<file path="src/hw/rtl/fixed_chunk_free_list_allocator_top_macros.svh">
// Assertion macros for the fixed chunk free list allocator.
`ifndef FIXED_CHUNK_FREE_LIST_ALLOCATOR_TOP_MACROS_SVH
`define FIXED_CHUNK_FREE_LIST_ALLOCATOR_TOP_MACROS_SVH

`ifndef ASSERT_OFF
// Same-cycle implication, checked outside reset.
`define FCFLA_ASSERT_IMPL(lbl, clk, rstn, ante, cons) \
    lbl: assert property (@(posedge clk) disable iff (!(rstn)) (ante) |-> (cons)) \
        else $error("fcfla check failed");
// Next-cycle implication, checked outside reset.
`define FCFLA_ASSERT_NEXT(lbl, clk, rstn, ante, cons) \
    lbl: assert property (@(posedge clk) disable iff (!(rstn)) (ante) |=> (cons)) \
        else $error("fcfla check failed");
`else
`define FCFLA_ASSERT_IMPL(lbl, clk, rstn, ante, cons)
`define FCFLA_ASSERT_NEXT(lbl, clk, rstn, ante, cons)
`endif

`endif

</file>
<file path="src/hw/rtl/fcfla_pkg.sv">
// Types and constants shared by the fixed chunk free list allocator.
`default_nettype none
package fcfla_pkg;

    localparam int IDX_W    = 9;   // widest chunk index (fresh mark reaches 510)
    localparam int CNT_W    = 9;   // in-use count, fresh mark, pool size
    localparam int BYTES_W  = 17;  // chunk size register
    localparam int OFFS_W   = 24;  // byte offset result
    localparam int PADDR_W  = 3;
    localparam int PDATA_W  = 32;

    // register indexes, decoded from paddr[2]
    localparam logic REG_POOL_CHUNKS = 1'b0;
    localparam logic REG_CHUNK_BYTES = 1'b1;

    localparam logic [CNT_W-1:0]   POOL_CHUNKS_RST = 9'd256;
    localparam logic [BYTES_W-1:0] CHUNK_BYTES_RST = 17'd64;

    typedef enum logic [1:0] {
        CMD_ALLOC = 2'd0,
        CMD_FREE  = 2'd1,
        CMD_CLEAR = 2'd2
    } t_cmd;

    typedef enum logic [1:0] {
        STAT_OK          = 2'd0,
        STAT_EXHAUSTED   = 2'd1,
        STAT_FREE_REJECT = 2'd2
    } t_status;

    typedef struct packed {
        t_cmd       cmd;
        logic [7:0] free_index;
    } t_in_beat;

    typedef struct packed {
        t_status           status;
        logic [7:0]        chunk_index;
        logic [OFFS_W-1:0] chunk_offset;
        logic [CNT_W-1:0]  in_use_count;
    } t_out_beat;

endpackage
`default_nettype wire

</file>
<file path="src/hw/rtl/fixed_chunk_free_list_allocator_top.sv">
// Fixed chunk pool allocator: LIFO free list with a fresh-chunk watermark.
//
// Usage:
//   Command beats enter on i_in_valid / o_in_stall with i_in_beat (cmd, free_index).
//   One result beat per command leaves on o_out_valid / i_out_stall with o_out_beat
//   (status, chunk_index, chunk_offset, in_use_count).
//   Allocate pops the free list head, or takes the next never-used chunk when the
//   list is empty; free pushes a chunk; clear rewinds the pool to ascending order.
//   Each beat passes through the input register, then the result register.
//   Throughput: one command per cycle while the receiver does not stall. The
//   link table is read at the next head every cycle, so the head's successor
//   is always waiting in a register; back-to-back allocates and frees do not stall.
//   When the receiver stalls, the result register holds; the input register
//   takes one more beat, then o_in_stall rises until the result moves.
//   Reset (synchronous, active low) empties the pool, clears the watermark and
//   count, and restores pool_chunks = 256 and chunk_bytes = 64. The link table
//   is not cleared; only entries written by a free are ever used.
//   Configuration goes through the APB port (pool_chunks at 0x0, chunk_bytes at
//   0x4); write it only while no command is in flight.
`default_nettype none
`include "fixed_chunk_free_list_allocator_top_macros.svh"

module fixed_chunk_free_list_allocator_top
    import fcfla_pkg::*;
#(
    parameter int MAX_CHUNKS = 256
) (
    input  wire logic                i_clk,
    input  wire logic                i_rst_n,
    // command channel
    input  wire logic                i_in_valid,
    output logic                     o_in_stall,
    input  wire t_in_beat            i_in_beat,
    // result channel
    output logic                     o_out_valid,
    input  wire logic                i_out_stall,
    output t_out_beat                o_out_beat,
    // configuration port
    input  wire logic                psel,
    input  wire logic                penable,
    input  wire logic                pwrite,
    input  wire logic [PADDR_W-1:0]  paddr,
    input  wire logic [PDATA_W-1:0]  pwdata,
    output logic [PDATA_W-1:0]       prdata,
    output logic                     pready
);

    // Only indices below 256 can ever enter the list (free_index is 8 bits).
    localparam int LINK_DEPTH = (MAX_CHUNKS < 256) ? MAX_CHUNKS : 256;
    localparam int HEAD_W     = $clog2(LINK_DEPTH);
    localparam int CAP        = (MAX_CHUNKS > 511) ? 511 : MAX_CHUNKS;
    localparam logic [CNT_W-1:0] CAP_V = CNT_W'(CAP);

    // ---------------- configuration registers ----------------
    logic [CNT_W-1:0]   r_pool_chunks;
    logic [BYTES_W-1:0] r_chunk_bytes;
    logic               w_cfg_wr;

    assign pready   = 1'b1;
    assign w_cfg_wr = psel & penable & pwrite;

    always_ff @(posedge i_clk) begin
        if (!i_rst_n) begin
            r_pool_chunks <= POOL_CHUNKS_RST;
            r_chunk_bytes <= CHUNK_BYTES_RST;
        end else if (w_cfg_wr) begin
            case (paddr[2])
                REG_POOL_CHUNKS: r_pool_chunks <= pwdata[CNT_W-1:0];
                REG_CHUNK_BYTES: r_chunk_bytes <= pwdata[BYTES_W-1:0];
                default: ;
            endcase
        end
    end

    always_comb begin
        case (paddr[2])
            REG_POOL_CHUNKS: prdata = PDATA_W'(r_pool_chunks);
            REG_CHUNK_BYTES: prdata = PDATA_W'(r_chunk_bytes);
            default:         prdata = '0;
        endcase
    end

    // ---------------- input register ----------------
    // free_index mod MAX_CHUNKS through a constant table.
    logic [HEAD_W-1:0] w_mod_tbl [256];
    for (genvar g = 0; g < 256; g++) begin : g_mod
        assign w_mod_tbl[g] = HEAD_W'(g % MAX_CHUNKS);
    end

    logic              r_in_vld;
    t_cmd              r_in_cmd;
    logic [HEAD_W-1:0] r_in_f;
    logic              w_out_ready;
    logic              w_proc;

    assign w_out_ready = !o_out_valid || !i_out_stall;
    assign o_in_stall  = r_in_vld && !w_out_ready;
    assign w_proc      = r_in_vld && w_out_ready;

    always_ff @(posedge i_clk) begin
        if (!i_rst_n) begin
            r_in_vld <= 1'b0;
        end else if (!o_in_stall) begin
            r_in_vld <= i_in_valid;
        end
    end

    always_ff @(posedge i_clk) begin
        if (i_in_valid && !o_in_stall) begin
            r_in_cmd <= i_in_beat.cmd;
            r_in_f   <= w_mod_tbl[i_in_beat.free_index];
        end
    end

    // ---------------- pool state ----------------
    logic [HEAD_W-1:0] r_head, n_head;
    logic [HEAD_W-1:0] r_next;          // link_table[r_head], kept current
    logic              r_list_nonempty, n_list_nonempty;
    logic [CNT_W-1:0]  r_fresh, n_fresh;
    logic [CNT_W-1:0]  r_used, n_used;
    logic [CNT_W-1:0]  w_eff;
    logic              w_link_wr;
    logic [IDX_W-1:0]  w_idx;
    logic [IDX_W+BYTES_W-1:0] w_prod;
    t_out_beat         n_out;
    t_out_beat         r_out;
    logic              r_out_vld;

    logic [HEAD_W-1:0] r_link [LINK_DEPTH];

    assign w_eff = (r_pool_chunks < CAP_V) ? r_pool_chunks : CAP_V;

    always_comb begin
        n_head          = r_head;
        n_list_nonempty = r_list_nonempty;
        n_fresh         = r_fresh;
        n_used          = r_used;
        w_link_wr       = 1'b0;
        w_idx           = '0;
        n_out.status    = STAT_OK;
        if (w_proc) begin
            case (r_in_cmd)
                CMD_ALLOC: begin
                    if (r_used >= w_eff) begin
                        n_out.status = STAT_EXHAUSTED;
                    end else if (r_list_nonempty) begin
                        w_idx           = IDX_W'(r_head);
                        n_head          = r_next;
                        n_used          = r_used + 1'b1;
                        n_list_nonempty = r_fresh > n_used;
                    end else begin
                        w_idx   = r_fresh;
                        n_fresh = r_fresh + 1'b1;
                        n_used  = r_used + 1'b1;
                    end
                end
                CMD_FREE: begin
                    if (r_used == '0) begin
                        n_out.status = STAT_FREE_REJECT;
                    end else begin
                        w_link_wr       = 1'b1;
                        n_head          = r_in_f;
                        n_list_nonempty = 1'b1;
                        n_used          = r_used - 1'b1;
                    end
                end
                CMD_CLEAR: begin
                    n_head          = '0;
                    n_list_nonempty = 1'b0;
                    n_fresh         = '0;
                    n_used          = '0;
                end
                default: ;
            endcase
        end
        w_prod             = w_idx * r_chunk_bytes;
        n_out.chunk_index  = w_idx[7:0];
        n_out.chunk_offset = w_prod[OFFS_W-1:0];
        n_out.in_use_count = n_used;
    end

    always_ff @(posedge i_clk) begin
        if (!i_rst_n) begin
            r_head          <= '0;
            r_list_nonempty <= 1'b0;
            r_fresh         <= '0;
            r_used          <= '0;
        end else begin
            r_head          <= n_head;
            r_list_nonempty <= n_list_nonempty;
            r_fresh         <= n_fresh;
            r_used          <= n_used;
        end
    end

    // link table: push writes old head at the freed index; read tracks next head
    always_ff @(posedge i_clk) begin
        if (w_link_wr) begin
            r_link[r_in_f] <= r_head;
        end
    end

    always_ff @(posedge i_clk) begin
        if (w_link_wr) begin
            r_next <= r_head;   // freed chunk becomes head, its link is old head
        end else begin
            r_next <= r_link[n_head];
        end
    end

    // ---------------- result register ----------------
    always_ff @(posedge i_clk) begin
        if (!i_rst_n) begin
            r_out_vld <= 1'b0;
        end else if (w_out_ready) begin
            r_out_vld <= r_in_vld;
        end
    end

    always_ff @(posedge i_clk) begin
        if (w_proc) begin
            r_out <= n_out;
        end
    end

    assign o_out_valid = r_out_vld;
    assign o_out_beat  = r_out;

    // ---------------- checks ----------------
    `FCFLA_ASSERT_IMPL(a_list_matches_mark, i_clk, i_rst_n, 1'b1,
        r_list_nonempty == (r_fresh > r_used))
    `FCFLA_ASSERT_IMPL(a_used_within_mark, i_clk, i_rst_n, 1'b1, r_used <= r_fresh)
    `FCFLA_ASSERT_IMPL(a_reject_only_empty, i_clk, i_rst_n,
        o_out_valid && (o_out_beat.status == STAT_FREE_REJECT),
        o_out_beat.in_use_count == '0)
    `FCFLA_ASSERT_NEXT(a_alloc_counts_up, i_clk, i_rst_n,
        w_proc && (r_in_cmd == CMD_ALLOC) && (r_used < w_eff),
        r_used == $past(r_used) + 1'b1)

endmodule
`default_nettype wire

</file>
<file path="config.mk">
export PLATFORM = sky130hd
export DESIGN_NAME = fixed_chunk_free_list_allocator_top
export DESIGN_NICKNAME = d
export VERILOG_FILES = /design/src/hw/rtl/fcfla_pkg.sv /design/src/hw/rtl/fixed_chunk_free_list_allocator_top.sv
export VERILOG_INCLUDE_DIRS = /design/src /design/src/hw/rtl
export SDC_FILE = /design/constraint.sdc
export NUM_CORES = 2
export LEC_CHECK = 0
export ABC_AREA = 1
export BUFFER_PORTS_ARGS = -buffer_cell sky130_fd_sc_hd__buf_2
export CAP_MARGIN = 20
export CORE_ASPECT_RATIO = 0.6
export CORE_MARGIN = 8
export CORE_UTILIZATION = 40
export CTS_CLUSTER_DIAMETER = 60
export DETAILED_ROUTE_END_ITERATION = 8
export GPL_ROUTABILITY_DRIVEN = 0
export PLACE_DENSITY_LB_ADDON = 0.08
export RECOVER_POWER = 25
export REMOVE_ABC_BUFFERS = 1
export SLEW_MARGIN = 20
export SYNTH_ARGS = -nofsm -noshare
export SYNTH_HDL_FRONTEND = slang
export SYNTH_SLANG_ARGS = --single-unit
</file>
<file path="constraint.sdc">
create_clock -name i_clk -period 8.9 [get_ports i_clk]
set_input_delay 0.89 -clock i_clk [delete_from_list [all_inputs] [get_ports i_clk]]
set_output_delay 0.89 -clock i_clk [all_outputs]
set_load 0.01 [all_outputs]
</file>
==> impl_metrics.ini <==
[timing]
setup-violations-final = 0
drv_slew = 1011
worst_slew_margin_rel_pct = -237
worst_slack_ns = 0.771
finalWorstPathRequiredPeriod_ns = 8.13
clock_skew_ns = 0.0479
fmax_ghz = 0.123
tightest_slew_ns = 5.05
hold_violations = 0
rsz0062_at_grt = no
fin_crit_sh_pct = 91.3
hold_ws_ns = 0.312

[place]
place_area_mm2 = 0.0958
dp.cells = 10900
port_buffers = 96
hpwl_um = 168000
pre_cts_slack_ns = 1.31

[logic_synthesis]
ys_seq_area_share_pct = 69.2
async_flop_share_pct = 0
synth_area_mm2 = 0.0930
yosysTopAreaCellShare_pct = 67.8
synth_top_family_by_area = simple AND/OR/NAND/NOR gates
synthCells = 8145
synth.area.mux_share_pct = 0
synth_top_area_cell = edfxtp_1
synth_flop_cell = edfxtp_1
synthAdderAreaFrac_pct = 3.12
ys_seq_elements = 2164
synth.area.top_cells = edfxtp_1 68%, nand3_1 11%, nand2_1 9.2%, fa_1 2.3%, nor2_1 1.7%
synth_edf_count = 2101
yosys_warnings = 0
yosysMostFrequentCell = nand2_1
syn_area_per_cell_um2 = 11.4
synth-compound-area-share_pct = 1.02
synthSimpleGateAreaFrac_pct = 22.4
synth_cell_types = 50
netlist_top_cells_count = 2274 x nand2_1, 2101 x edfxtp_1, 2057 x nand3_1, 414 x nor2_1, 260 x inv_1
synth_xor_xnor_area_share_pct = 0.301

[detailed_routing]
ant_nets = 0
drc = 0
drt_pass1_iterations = 8
drt-initial-drc-count = 7302
via_per_inst = 5.48
vias = 62000
totalWireLength_um = 290000
wl_per_cell_um = 25.6

[clocking]
cts_resized = 0
cts-buffers-inserted = 209
cts_buffer_depth = 4
clock_latency_ns = 0.86
cts_tree = done
cts-root-buf = clkbuf_16
cts.clk_slew.worst_paths_ns = 0.07
htreeDepth = 4
postCtsSetupRepairBufs = 0
cts_hold_buf = 0
cts.sinks = 2164

[global_route]
grt_max_degree = 192
grt_pass1_wl_um = 422000
grt_pass1_vias = 58200
antenna_found_initial = 16
grtUsageTotal_pct = 22.7
overflow = 0

[worst_setup_path]
worstSetupEndpointType = register
crit_buf_inv = 3
startpoint = r_head[4]
max_stage_delay_ns = 2.33
reg2reg_from = r_head[4]
worst_ep_required_time_ns = 9.48
path_cells = a22oi_1 -> nor2_1 -> inv_1 -> nor2_1 -> fa_1 -> ha_1 -> inv_1 -> fa_1 -> fa_1 -> inv_1 -> ha_1 -> nand2_1 -> o21ai_1 -> a21oi_1 -> o21ai_1 -> a21oi_1 -> o21ai_0 -> a21oi_1 -> o21bai_1 -> xor2_1
critPathKind = register to register
cp-start-kind = register
arrival_ns = 8.71
path_delay_family = flip-flops
critPathMaxFanout = 58
slowest_stage = dfxtp_1

[pwr]
intPower_uw = 16600
switching_share_pct = 26.5
max-vdd-ir-drop_uv = 149
netSwitchingPower_uw = 5970
leakagePower_uw = 0.0362
clkPwrFrac_pct = 38.3
combPwrFrac_pct = 11.3
pwr-share-seq_pct = 50.4
totalPowerFinal_uw = 22600
powerDensity_mw_per_mm2 = 221

[finish]
drive_gt1_share_pct = 6.01
areaGrowthSynthToFinish_pct = 9.75
stdcell_count = 11300
nets = 8251
fillers = 21600
finalInstanceArea_mm2 = 0.102

[floorplan]
rows = 137
die_w_um = 639
die_h_um = 390
coreArea_mm2 = 0.232
io_pins = 130
initial_core_util_pct = 40.1
fp.dieArea_mm2 = 0.249

[worst_hold_path]
hold_path_class = input port to register
hold_start = i_in_beat[7]

[status]
violations = max-capacitance violations, max-slew violations
status = complete, but fails checks

[flow_run]
drv_cap = 15
==> power by group through the flow <==
stage	Sequential [uW]	Combinational, uW	Clock, uW
floorplan	11800	1800	0
global placement	11600	2520	0
detailed placement	11600	2530	0
CTS	11400	2540	8780
global route	11400	2760	9170
finish	11400	2550	8640
==> layout make-up <==
| cell class | count | area (um^2) | share of cell area, % |
|---|---|---|---|
| inverter | 274 | 1060 | 1.04 |
| antenna | 3 | 7.51 | 0.00735 |
| clock buffer | 253 | 5460 | 5.35 |
| timing repair buffer | 188 | 1370 | 1.34 |
| clock inverter | 110 | 885 | 0.866 |
| tap | 3127 | 3910 | 3.83 |
| multi-input combinational | 5193 | 25000 | 24.5 |
| sequential | 2164 | 64400 | 63.1 |
==> cell families after synthesis <==
logic type / Yosys count
compound gates: 170
flops: 2164
buf+inv: 802
simple gates: 4806
fa+ha+maj: 169
xor+xnor: 32
other cells: 2
==> worst paths after layout <==
path              slack (ns)  cells past startpoint             end
hold reg to reg         0.48                      2     o_out_valid
setup / recovery        0.77                     20  o_out_beat[31]
hold / removal          0.31                      1       r_in_f[7]
setup reg to reg        0.77                     20  o_out_beat[31]
==> cell usage in the layout, fill, tap and decap left out, drive strengths merged, types with 67 or more instances in the layout <==
cell type	count
nand2	2280
edfxtp	2101
nand3	2058
nor2	426
inv	272
clkbuf	272
buf	169
fa	105
clkinv	95
a21oi	67
==> stage by stage <==
step                      utilization [%]  TNS [ns]
after floorplan                         -   -596.08
after global placement               41.3         0
final                                44.1         0
after global routing                 44.0         0
after detailed placement             41.3         0
after CTS                            44.1         0
==> worst register-to-register path, cell delays in order, from the launching register on <==
cell      delay [ns]
dfxtp_1         2.33
a22oi_1         0.33
nor2_1          0.45
inv_1           0.44
nor2_1          0.27
fa_1            0.45
ha_1            0.29
inv_1           0.08
fa_1            0.43
fa_1            0.49
inv_1           0.04
ha_1            0.36
nand2_1         0.07
o21ai_1         0.20
a21oi_1         0.13
o21ai_1         0.25
a21oi_1         0.24
o21ai_0         0.62
a21oi_1         0.15
o21bai_1        0.18
xor2_1          0.08
==> state kept, by name, summed over array words and instances (netlist names), named ones only <==
signal           count
r_in_cmd             2
r_link            2048
r_in_vld             1
r_fresh              9
r_pool_chunks        9
r_list_nonempty      1
r_chunk_bytes       17
o_out_beat          43
r_in_f               8
r_used               9
o_out_valid          1
r_head               8
==> routing by layer <==
metal | vias to the layer above | track usage [%] | part of all wire (%)
li1 | 28200 | - | -
met1 | 31100 | 37.0 | 49
met2 | 2294 | 31.1 | 40
met3 | 357 | 4.68 | 8.4
met4 | 2 | 4.00 | 1.8
met5 | - | 0 | 0.0045
No activity file was read; power rests on OpenSTA's default activity.
